### config.mk
export PLATFORM = sky130hd
export DESIGN_NAME = settings_payload_parser_unit
export DESIGN_NICKNAME = d
export VERILOG_FILES = /design/src/spp_pkg.sv /design/src/spp_decoder.sv /design/src/spp_out_reg.sv /design/src/settings_payload_parser_unit.sv
export SDC_FILE = /design/constraint.sdc
export NUM_CORES = 1
export LEC_CHECK = 0
export BUFFER_PORTS_ARGS = -buffer_cell sky130_fd_sc_hd__buf_2
export CAP_MARGIN = 30
export CORE_ASPECT_RATIO = 1.1
export CORE_MARGIN = 4
export CORE_UTILIZATION = 53
export CTS_CLUSTER_DIAMETER = 200
export CTS_CLUSTER_SIZE = 16
export DETAILED_ROUTE_END_ITERATION = 10
export MAX_ROUTING_LAYER = met4
export PLACE_DENSITY_LB_ADDON = 0.05
export RECOVER_POWER = 25
export SYNTH_ARGS = -nofsm -noshare
export SYNTH_HDL_FRONTEND = slang
export SYNTH_SLANG_ARGS = --single-unit
### constraint.sdc
create_clock -name clk -period 9.1 [get_ports clk]
set_input_delay 0 -clock clk [delete_from_list [all_inputs] [get_ports clk]]
set_output_delay 0 -clock clk [all_outputs]
set_load 0.005 [all_outputs]
### src/spp_pkg.sv
`timescale 1ns / 1ps

package spp_pkg;

  localparam int VALUE_W = 62;
  localparam int BYTE_W = 8;
  localparam int CNT_W = 3;
  localparam int CFG_INDEX_W = 2;
  localparam int RESULT_W = 1 + 3 * VALUE_W;
  localparam int OUT_TDATA_W = ((RESULT_W + 7) / 8) * 8;
  localparam int OUT_PAD_W = OUT_TDATA_W - RESULT_W;

  // settings identifiers that the block keeps
  localparam logic [VALUE_W-1:0] ID_TABLE_CAPACITY = VALUE_W'(1);
  localparam logic [VALUE_W-1:0] ID_HEADER_LIST_SIZE = VALUE_W'(6);
  localparam logic [VALUE_W-1:0] ID_BLOCKED_STREAMS = VALUE_W'(7);

  // configuration register indexes
  localparam logic [CFG_INDEX_W-1:0] CFG_TABLE_CAPACITY = 2'd0;
  localparam logic [CFG_INDEX_W-1:0] CFG_HEADER_LIST_SIZE = 2'd1;
  localparam logic [CFG_INDEX_W-1:0] CFG_BLOCKED_STREAMS = 2'd2;

  // varint length prefix codes
  localparam logic [1:0] LEN_1 = 2'd0;
  localparam logic [1:0] LEN_2 = 2'd1;
  localparam logic [1:0] LEN_4 = 2'd2;
  localparam logic [1:0] LEN_8 = 2'd3;

  typedef struct packed {
    logic [VALUE_W-1:0] blocked_streams;
    logic [VALUE_W-1:0] header_list_size;
    logic [VALUE_W-1:0] table_capacity;
  } spp_values_t;

  typedef struct packed {
    spp_values_t values;
    logic        status;
  } spp_result_t;

endpackage

### src/spp_decoder.sv
`timescale 1ns / 1ps

module spp_decoder (
  input  logic                       clk,
  input  logic                       rst,
  input  logic                       step,
  input  logic [spp_pkg::BYTE_W-1:0] payload_byte,
  input  logic                       final_byte,
  input  spp_pkg::spp_values_t       defaults,
  output spp_pkg::spp_result_t       result
);
  import spp_pkg::*;

  logic               in_payload;
  logic               reading_value;
  logic [CNT_W-1:0]   bytes_remaining;
  logic [VALUE_W-1:0] accumulator;
  logic [VALUE_W-1:0] held_identifier;
  spp_values_t        cur;

  logic               start;
  logic               base_rv;
  logic [CNT_W-1:0]   base_br;
  logic [VALUE_W-1:0] base_acc;
  logic [VALUE_W-1:0] base_hid;
  spp_values_t        base_cur;

  logic               in_payload_next;
  logic               reading_value_next;
  logic [CNT_W-1:0]   bytes_remaining_next;
  logic [VALUE_W-1:0] accumulator_next;
  logic [VALUE_W-1:0] held_identifier_next;
  spp_values_t        cur_next;

  always_comb begin
    // first byte of a payload starts from the defaults with a clean decoder
    start    = !in_payload;
    base_cur = start ? defaults : cur;
    base_rv  = start ? 1'b0 : reading_value;
    base_br  = start ? '0 : bytes_remaining;
    base_acc = start ? '0 : accumulator;
    base_hid = start ? '0 : held_identifier;

    if (base_br == '0) begin
      accumulator_next = {{(VALUE_W-6){1'b0}}, payload_byte[5:0]};
      case (payload_byte[7:6])
        LEN_1:   bytes_remaining_next = CNT_W'(0);
        LEN_2:   bytes_remaining_next = CNT_W'(1);
        LEN_4:   bytes_remaining_next = CNT_W'(3);
        LEN_8:   bytes_remaining_next = CNT_W'(7);
        default: bytes_remaining_next = CNT_W'(0);
      endcase
    end else begin
      accumulator_next     = {base_acc[VALUE_W-BYTE_W-1:0], payload_byte};
      bytes_remaining_next = base_br - CNT_W'(1);
    end

    reading_value_next   = base_rv;
    held_identifier_next = base_hid;
    cur_next             = base_cur;

    if (bytes_remaining_next == '0) begin
      if (!base_rv) begin
        held_identifier_next = accumulator_next;
        reading_value_next   = 1'b1;
      end else begin
        if (base_hid == ID_TABLE_CAPACITY) begin
          cur_next.table_capacity = accumulator_next;
        end else if (base_hid == ID_HEADER_LIST_SIZE) begin
          cur_next.header_list_size = accumulator_next;
        end else if (base_hid == ID_BLOCKED_STREAMS) begin
          cur_next.blocked_streams = accumulator_next;
        end
        reading_value_next = 1'b0;
      end
      accumulator_next = '0;
    end

    in_payload_next = !final_byte;

    // truncated when an integer or a pair is left open
    result.status = (bytes_remaining_next != '0) || reading_value_next;
    result.values = cur_next;
  end

  always_ff @(posedge clk) begin
    if (rst) begin
      in_payload      <= 1'b0;
      reading_value   <= 1'b0;
      bytes_remaining <= '0;
    end else if (step) begin
      in_payload      <= in_payload_next;
      reading_value   <= reading_value_next;
      bytes_remaining <= bytes_remaining_next;
    end
  end

  always_ff @(posedge clk) begin
    if (step) begin
      accumulator     <= accumulator_next;
      held_identifier <= held_identifier_next;
      cur             <= cur_next;
    end
  end

endmodule

### src/spp_out_reg.sv
`timescale 1ns / 1ps

module spp_out_reg (
  input  logic                 clk,
  input  logic                 rst,
  input  logic                 load,
  input  spp_pkg::spp_result_t load_result,
  output logic                 room,
  output logic                 m_tvalid,
  input  logic                 m_tready,
  output spp_pkg::spp_result_t m_result
);
  import spp_pkg::*;

  assign room = !m_tvalid || m_tready;

  always_ff @(posedge clk) begin
    if (rst) begin
      m_tvalid <= 1'b0;
    end else if (load) begin
      m_tvalid <= 1'b1;
    end else if (m_tready) begin
      m_tvalid <= 1'b0;
    end
  end

  always_ff @(posedge clk) begin
    if (load) begin
      m_result <= load_result;
    end
  end

endmodule

### src/settings_payload_parser_unit.sv
`timescale 1ns / 1ps

// channel  | signals                                    | carries
// ---------+--------------------------------------------+------------------------------
// s        | s_tvalid s_tready s_tdata[7:0] s_tlast     | payload byte, final-byte flag
// m        | m_tvalid m_tready m_tdata[191:0]           | status and three settings
// cfg      | cfg_valid cfg_ready cfg_index cfg_data     | default value writes
//
// one byte per cycle sustained unless s stalls; the decode logic sits between the input
// register and the result register, so a final byte's result reaches m from the result register
// rst is synchronous and clears the handshake state, the decoder and the defaults
// s stalls only when a final byte waits in the input register while m holds an
// untaken result; non-final bytes keep flowing during an m stall
// cfg is always ready; defaults are latched at the first byte of each payload

module settings_payload_parser_unit (
  input  logic                                clk,
  input  logic                                rst,
  // payload byte requests
  input  logic                                s_tvalid,
  output logic                                s_tready,
  input  logic [7:0]                          s_tdata,  // [7:0] payload_byte
  input  logic                                s_tlast,  // final_byte
  // result requests
  output logic                                m_tvalid,
  input  logic                                m_tready,
  // [0] status, [62:1] table_capacity, [124:63] header_list_size,
  // [186:125] blocked_streams, [191:187] zero
  output logic [spp_pkg::OUT_TDATA_W-1:0]     m_tdata,
  // default value writes
  input  logic                                cfg_valid,
  output logic                                cfg_ready,
  input  logic [spp_pkg::CFG_INDEX_W-1:0]     cfg_index,
  input  logic [spp_pkg::VALUE_W-1:0]         cfg_data
);
  import spp_pkg::*;

  // input register
  logic              in_valid;
  logic [BYTE_W-1:0] in_byte;
  logic              in_last;

  logic              advance;
  logic              room;
  spp_values_t       defaults;
  spp_result_t       step_result;
  spp_result_t       m_result;

  // a non-final byte never needs the result register
  assign advance  = in_valid && (!in_last || room);
  assign s_tready = !in_valid || advance;

  always_ff @(posedge clk) begin
    if (rst) begin
      in_valid <= 1'b0;
    end else if (s_tready) begin
      in_valid <= s_tvalid;
    end
  end

  always_ff @(posedge clk) begin
    if (s_tready && s_tvalid) begin
      in_byte <= s_tdata;
      in_last <= s_tlast;
    end
  end

  // default registers
  assign cfg_ready = 1'b1;

  always_ff @(posedge clk) begin
    if (rst) begin
      defaults <= '0;
    end else if (cfg_valid) begin
      case (cfg_index)
        CFG_TABLE_CAPACITY:   defaults.table_capacity   <= cfg_data;
        CFG_HEADER_LIST_SIZE: defaults.header_list_size <= cfg_data;
        CFG_BLOCKED_STREAMS:  defaults.blocked_streams  <= cfg_data;
        default: ;
      endcase
    end
  end

  spp_decoder u_decoder (
    .clk          (clk),
    .rst          (rst),
    .step         (advance),
    .payload_byte (in_byte),
    .final_byte   (in_last),
    .defaults     (defaults),
    .result       (step_result)
  );

  spp_out_reg u_out_reg (
    .clk         (clk),
    .rst         (rst),
    .load        (advance && in_last),
    .load_result (step_result),
    .room        (room),
    .m_tvalid    (m_tvalid),
    .m_tready    (m_tready),
    .m_result    (m_result)
  );

  assign m_tdata = {{OUT_PAD_W{1'b0}},
                    m_result.values.blocked_streams,
                    m_result.values.header_list_size,
                    m_result.values.table_capacity,
                    m_result.status};

  // input side only backs up behind a final byte facing a full result register
  a_stall_cause: assert property (@(posedge clk) disable iff (rst)
    !s_tready |-> (in_valid && in_last && m_tvalid && !m_tready))
    else $error("input stalled without a blocked final byte");

  // every final byte taken by the decoder produces a result
  a_final_result: assert property (@(posedge clk) disable iff (rst)
    (advance && in_last) |=> m_tvalid)
    else $error("final byte did not produce a result");

  // a waiting result is never dropped by a non-final byte
  a_result_kept: assert property (@(posedge clk) disable iff (rst)
    (m_tvalid && !m_tready && !(advance && in_last)) |=> m_tvalid)
    else $error("pending result lost");

  // nothing comes out right after reset
  a_reset_quiet: assert property (@(posedge clk)
    rst |=> !m_tvalid)
    else $error("result valid after reset");

endmodule

==> Word level (Yosys, flattened, before mapping) <==
Cells that the tools add are included.
{ "word_totals": {"ff_bits": 691, "wordCells": 68} }
{ "op_classes": {"add_sub_neg": 1, "eq_ne": 8, "muxes": 21, "reduce_logical": 19} }
{ "ops": {"columns": ["op", "count"], "rows": [
  ["2-to-1 mux 186 bit", 3],
  ["2-to-1 mux 62 bit", 8],
  ["equality test 62 x 3 -> 1 bit, second input constant", 2],
  ["2-to-1 mux 124 bit", 1],
  ["equality test 62 x 1 -> 1 bit, second input constant", 1],
  ["2-to-1 mux 54 bit", 1],
  ["case mux 3 bit (4 select lines)", 1],
  ["equality test 2 bit, second input constant", 3],
  ["zero test 3 bit", 2],
  ["2-to-1 mux 3 bit", 2],
  ["AND reduction 2 bit", 3],
  ["2-to-1 mux 1 bit", 5],
  ["equality test 2 x 1 -> 1 bit, second input constant", 2],
  ["zero test 2 bit", 2],
  ["logical OR 1 bit", 4],
  ["logical AND 1 bit", 3],
  ["zero test 1 bit", 3],
  ["nonzero test 3 bit", 1],
  ["subtractor 3 x 1 -> 3 bit, second input constant", 1],
  ["nonzero test 2 bit", 1]
]} }

==> Depth between registers and ports, before layout <==
Gate-level depths: netlist of the first run.
{ "logic_depth": {"depth_word": 8, "ltp_mapped": 14} }

==> Hierarchy <==
Synthesis of the first run repeated with hierarchy kept, for this count alone.
{ "unflattened": {"hier_cells": 1944, "hier_area_um2": 28305.9} }
{ "by_module_without_submodules": {"columns": ["mod", "instances", "cells_per_inst", "area_per_inst_um2", "seq_area_each_um2"], "rows": [
  ["spp_decoder", 1, 1055, 14824.2, 9168.8],
  ["settings_payload_parser_unit", 1, 698, 7820.0, 4013.8],
  ["spp_out_reg", 1, 191, 5661.7, 5635.4]
]} }

==> Worst setup path before layout of the first run <==
OpenSTA, ideal clock, no wires.
{ "synth_path": {"path_kind": "register to register", "startpoint": "register u_out_reg.m_tvalid", "endpoint": "register u_decoder.bytes_remaining[0]", "setup_time_ns": 0.145, "t_arrival_ns": 9.728, "t_required_ns": 8.955, "path_slack_ns": -0.773, "stages_incl_launch_ff": 7, "n_path_buf": 1, "cell_sequence": "dfxtp_1 nor2b_1 nand2_1 and2_1 clkbuf_1 mux2i_1 nor2_1"} }
{ "synth_between": {"elab_chain_cells": 4} }
{ "synth_lines": {"columns": ["item", "line_no", "rtl"], "rows": [
  ["start, declared", "spp_out_reg.sv:9", "output logic m_tvalid,"],
  ["start signal, assigned", "spp_out_reg.sv:19", "m_tvalid <= 1'b0;"],
  ["start signal, assigned", "spp_out_reg.sv:21", "m_tvalid <= 1'b1;"],
  ["start signal, assigned", "spp_out_reg.sv:23", "m_tvalid <= 1'b0;"],
  ["zero test 1 bit", "spp_out_reg.sv:15", "assign room = !m_tvalid || m_tready;"],
  ["logical OR 1 bit", "spp_out_reg.sv:15", null],
  ["logical OR 1 bit", "settings_payload_parser_unit.sv:50", "assign advance = in_valid && (!in_last || room);"],
  ["logical AND 1 bit", "settings_payload_parser_unit.sv:50", null],
  ["named net advance", "settings_payload_parser_unit.sv:43", "logic advance;"],
  ["end signal, assigned", "spp_decoder.sv:94", "bytes_remaining <= bytes_remaining_next;"],
  ["end, declared", "spp_decoder.sv:16", "logic [CNT_W-1:0] bytes_remaining;"]
]} }
The timed path passes the listed nets, and every way through them passes these cells.
A chain may end at the register's enable or synchronous reset.

==> run metrics, run 1 <==
status finished, violations left; failing checks max-capacitance violations, max-slew violations; storage element area 18,820 µm²; Post-Syn Instances 2,081; count of buffers from port buffering 266; DR iter-0 viols 1,361; clock period minus worst slack 4.500 ns; layout cells sized above 1 10.76%; CTS Buffer Depth 3; Remaining DRCs 0; final RePlAce weighted congestion 0.7759; Antenna Diode Count 0; worst r2r src u_decoder.in_payload; Final Skew 0.01995 ns; Detail Placement HPWL 39,540 µm; I/O Pins 273; GR Util All Layers 24.97%; crit path DAT 4.84 ns; hold path start cfg_index[1]; via count 17,240; post-route ant nets 0; Post-synth EDFFs 498; Lkg Pwr 0.01157 µW; first-pass GRT wire length 103,100 µm; post-CTS setup buffers 0; Sink Count 691; # fillers 4,087; CP startpoint kind flop; CP required 9.44 ns; final wirelength 68,820 µm; synth warn 0; count leader, synth edfxtp_1; area grow syn2layout 14.95%; Via-to-Cell Ratio 5.618; Setup Viol. Count Final 0; Max VDD drop 0.1536 mV; leading area contributor after synthesis edfxtp_1; max cap viols 6; Initial Util 53.82%; Syn Area/Cell 13.02 µm²; Root Driver clkbuf_16; register bit total from synthesis 691; hold depth 6; top cells by count, synth 498 x edfxtp_1, 446 x nand2_1, 338 x mux2i_1, 193 x dfxtp_1, 188 x a21oi_1; core area 50,360 µm²; Die Wd 223.6 µm; type of the worst min-delay path in2reg; routed len/inst 22.43 µm; vias in the first global route 16,910; pins over their slew limit 278; 1st-pass router iterations 6; PwrDens 194.8 nW/µm²; post-route clock period utilization 49.45%; number of buffers created by CTS 49; grt total ovfl 0; initial antenna violation count 0; Clock Pin Slew Worst Setup and Hold Paths 0.07 ns; flop2flop setup slack 4.60 ns; slew margin rel. -198.7%; hold buffer count at CTS 77; Setup TNS Final 0 ns; TritonCTS clock tree yes; worst slew pin tran 4.480 ns; Worst R2R End u_out_reg.m_result[127]; Row Count 86; Cell variety after synth 36; final net count 2,448; die area 54,820 µm²; largest net degree at the start of global routing 170; clock latency on the worst-skew pair 0.60 ns; Die Span Y 245.2 µm; CP Class reg2reg; Post-synth ARST share 0%; Crit. End Element flop; multi-input logic area 7752 µm²; critical path peak fanout 41; # resized after CTS 0; final-report hold violation count 0; H-tree depth 2; Mapped Area 27,100 µm²; RSZ-0062 raised after global routing false; Max Freq 222.2 MHz; post-synthesis sequential area ratio 69.44%; Hold Crit Endpoint defaults[141]; Worst Reg-to-Reg Cells 9; Primary FF master, synth edfxtp_1; Yosys top cell area share 55.18%; Tot Pwr 6069 µW; Area contributors post-synth edfxtp_1 55%, dfxtp_1 14%, mux2i_1 12%
## where the power goes
group          internal (µW)  leakage [µW]  total [µW]  switching (µW)
Combinational            153       0.00456         399             246
Sequential              3510       0.00632        3560            54.0
Clock                   1060      0.000686        2110            1050
Total                   4720        0.0116        6070            1350
## layout by cell type (no fill, tap or decap), drive strengths merged, types with 5 or more instances in the layout
| master | n |
|---|---|
| a21oi | 188 |
| nand2 | 446 |
| edfxtp | 498 |
| nand2b | 5 |
| dfxtp | 193 |
| nor2b | 8 |
| dlygate4sd3 | 78 |
| buf | 158 |
| clkbuf | 226 |
| nand3 | 66 |
| conb | 6 |
| nor4 | 15 |
| mux2i | 338 |
| o21ai | 57 |
| mux2 | 36 |
| inv | 5 |
| nor2 | 57 |
## state kept, by name, indices dropped and copies added (netlist names)
| name | flops |
|---|---|
| defaults | 186 |
| in_byte | 8 |
| in_last | 1 |
| in_valid | 1 |
| u_decoder.accumulator | 54 |
| u_decoder.bytes_remaining | 3 |
| u_decoder.cur | 186 |
| u_decoder.held_identifier | 62 |
| u_decoder.in_payload | 1 |
| u_decoder.reading_value | 1 |
| u_out_reg.m_result | 187 |
| u_out_reg.m_tvalid | 1 |
## worst max path at each step
stage                    startpoint                      end  slack, ns  depth (start not counted)
2_1_floorplan    u_out_reg.m_tvalid    u_out_reg.m_result[0]       3.66                          3
3_3_place_gp   u_decoder.in_payload       u_decoder.cur[127]       4.01                          7
3_5_place_dp   u_decoder.in_payload       u_decoder.cur[127]       4.60                          9
4_1_cts        u_decoder.in_payload       u_decoder.cur[126]       4.57                          9
5_1_grt                cfg_index[0]             defaults[73]       4.36                          7
6_report       u_decoder.in_payload  u_out_reg.m_result[127]       4.60                          9
## layer usage
metal,global-route usage [%],routed length (µm),vias up
met5,-,0,-
met4,6.310,1405,0
met3,2.894,3521,94
met2,41.21,34350,495
met1,33.58,29540,8633
li1,-,-,8013
## cell families after synthesis
group | synth area share [%]
other | 0.02771
adders and majority gates | 0.1385
and+or+nand+nor | 9.363
muxes | 14.15
DFF | 69.44
AOI/OAI and AO/OA | 4.631
buffers and inverters | 2.258
## cell type report
cell class / instances / area share [%]
clock buffer: 90 / 4.567
clock inverter: 2 / 0.08033
inverter: 4 / 0.04820
multi-input combinational: 1249 / 24.89
sequential: 691 / 60.42
tap: 660 / 2.651
timing repair buffer: 372 / 7.350
## through the flow
stage / hold WS [ns] / setup WS (ns) / utilization [%] / cell area [µm²] / cells
after floorplan: 0.09887 / 3.658 / - / 27120 / 2085
after global placement: 0.1780 / 4.011 / 57.43 / 28920 / 2888
after detailed placement: 0.1784 / 4.598 / 57.68 / 29050 / 2893
after CTS: 0.08391 / 4.572 / 62.08 / 31260 / 3062
after global routing: 0.02169 / 4.358 / 61.86 / 31150 / 3068
final: 0.02104 / 4.600 / 61.86 / 31150 / 3068
## critical path: stages, from the launching register on
cell,delay (ns)
dfxtp_4,0.51
nand2_1,0.13
ha_1,0.15
ha_1,0.34
or3b_1,0.41
a22o_1,0.28
nor4_2,0.69
nand3_4,0.61
buf_4,0.62
mux2_4,0.43
No activity file was read; power rests on OpenSTA's default activity.
==> run 2, diff against run 1 <==
--- a/config.mk
+++ b/config.mk
@@ -9,7 +9,7 @@
 export CAP_MARGIN = 30
 export CORE_ASPECT_RATIO = 1.1
 export CORE_MARGIN = 4
-export CORE_UTILIZATION = 53
+export CORE_UTILIZATION = 59
 export CTS_CLUSTER_DIAMETER = 200
 export CTS_CLUSTER_SIZE = 16
 export DETAILED_ROUTE_END_ITERATION = 10
==> constraint.sdc (replaced) <==
create_clock -name clk -period 4.5 [get_ports clk]
set_input_delay 0 -clock clk [delete_from_list [all_inputs] [get_ports clk]]
set_output_delay 0 -clock clk [all_outputs]
set_load 0.005 [all_outputs]
==> run 2 against run 1 <==
The flow still finishes with violations (max-capacitance violations, max-slew violations). Global-route usage is 2.7 points higher. Via count is 1.1% higher. Final area is 0.11% higher. Sequential cell count stayed put. Sequential share of layout area is 0.068 points lower. Critical path depth stayed put.
==> run metrics, run 2 (synthesis gave the netlist of run 1 again) <==
CP startpoint kind flop; final wirelength 68,030 µm; Top Registers u_out_reg.m_result x187, defaults x186, u_decoder.cur x186; critical path peak fanout 25; clock period minus worst slack 3.902 ns; TritonCTS clock tree yes; storage element area 18,820 µm²; CP required 4.82 ns; final net count 2,454; Die Wd 212.3 µm; post-route ant nets 0; H-tree depth 2; final-report hold violation count 0; # fillers 3,338; most common cell after layout, fill and taps aside edfxtp_1; post-route clock period utilization 86.71%; pins over their slew limit 157; Detail Placement HPWL 39,430 µm; Crit. End Element flop; multi-input logic area 7751 µm²; RSZ-0062 raised after global routing false; Max VDD drop 0.3083 mV; DR iter-0 viols 1,390; routed len/inst 22.67 µm; Post-Layout Inst Area 31,190 µm²; setup ws final 0.5981 ns; failing checks max-capacitance violations, max-slew violations; largest reg by FF count u_out_reg.m_result; type of the worst min-delay path in2reg; Clock Pin Slew Worst Setup and Hold Paths 0.07 ns; area grow syn2layout 15.08%; most frequent cells in the layout 498 x edfxtp_1, 445 x nand2_1, 338 x mux2i_1, 192 x dfxtp_1, 188 x a21oi_1; Row Count 82; Via-to-Cell Ratio 5.807; status finished, violations left; final RePlAce weighted congestion 0.7858; Max Freq 256.3 MHz; slew margin rel. -34.50%; count of buffers from port buffering 266; GR Util All Layers 27.66%; Root Driver clkbuf_16; Final Skew 0.02458 ns; Setup TNS Final 0 ns; vias in the first global route 16,930; initial antenna violation count 1; number of buffers created by CTS 49; Sink Count 691; Place WS 0.5705 ns; CP Class reg2reg; clock latency on the worst-skew pair 0.61 ns; die area 49,430 µm²; layout cells sized above 1 11.32%; Die Span Y 232.8 µm; CTS Buffer Depth 3; Initial Util 59.63%; max FFs per register 187; crit path DAT 4.23 ns; I/O Pins 273; PwrDens 392.8 nW/µm²; Remaining DRCs 0; via count 17,430; core area 45,450 µm²; # resized after CTS 0; max cap viols 3; worst slew pin tran 2.018 ns; largest net degree at the start of global routing 126; Area after DPL 29,040 µm²; grt total ovfl 0; Setup Viol. Count Final 0; first-pass GRT wire length 102,000 µm; 1st-pass router iterations 6; Lkg Pwr 0.01165 µW
## run 2: cell count changes in the layout (fill, tap and decap cells not counted)
cell	delta
clkbuf_1	-17
buf_2	+8
buf_12	+7
dlygate4sd3_1	+5
buf_16	-2
clkbuf_2	+2
diode_2	+2
and3b_1	+1
and3b_2	-1
## run 2: through the flow
stage	hold WS, ns	cells	power, µW	utilization (%)
detailed placement	0.1787	2825	8098	63.89
finish	0.05909	3001	12250	68.62
floorplan	0.09887	2085	7791	-
CTS	0.04267	2997	12340	68.88
global placement	0.1765	2820	8062	63.67
global route	0.08262	3000	12660	68.61
## run 2: metal layers
layer  vias to the layer above  routed length [µm]  GRT usage (%)
li1                       8024                   -              -
met1                      8737               29180          38.23
met2                       567               33530          43.94
met3                       100                3697          3.614
met4                         0                1624          7.671
met5                         -                   0              -
## run 2: final timing paths
check                                     startpoint           endpoint  slack (ns)  cells after the start
worst max register to register  u_decoder.in_payload  u_decoder.cur[23]        0.60                      9
worst min-delay path                    cfg_index[1]      defaults[172]        0.06                      6
worst max-delay path            u_decoder.in_payload  u_decoder.cur[23]        0.60                      9
worst min register to register         defaults[128]      defaults[128]        0.45                      2
## run 2: critical path, cell delays in order (launching register included)
cell	delay (ns)
dfxtp_4	0.36
nand2_1	0.07
ha_1	0.14
ha_1	0.33
or3b_1	0.39
a22o_1	0.27
nor4_2	0.68
nand3_4	0.66
buf_4	0.50
mux2i_1	0.20
## run 2: final cells by class
| cell class | instances | share of cell area [%] |
|---|---|---|
| Antenna cell | 2 | 0.01605 |
| Clock inverter | 2 | 0.08024 |
| Sequential cell | 691 | 60.35 |
| Clock buffer | 87 | 4.525 |
| Tap cell | 588 | 2.359 |
| Timing Repair Buffer | 378 | 7.767 |
| Multi-Input combinational cell | 1249 | 24.85 |
| Inverter | 4 | 0.04814 |
## run 2: timing repair
item                                    in CTS  in global routing
endpoints found under the hold margin      209                  0
endpoints found under the setup margin       0                  0
setup buffers                                0                  0
hold buffers                                83                  0
## run 2: report_power, final
group          leakage, µW  total, µW  switching [µW]  internal (µW)
Clock             0.000682       4240            2110           2130
Sequential         0.00632       7200             102           7100
Combinational      0.00464        810             503            308
Total               0.0116      12300            2720           9530
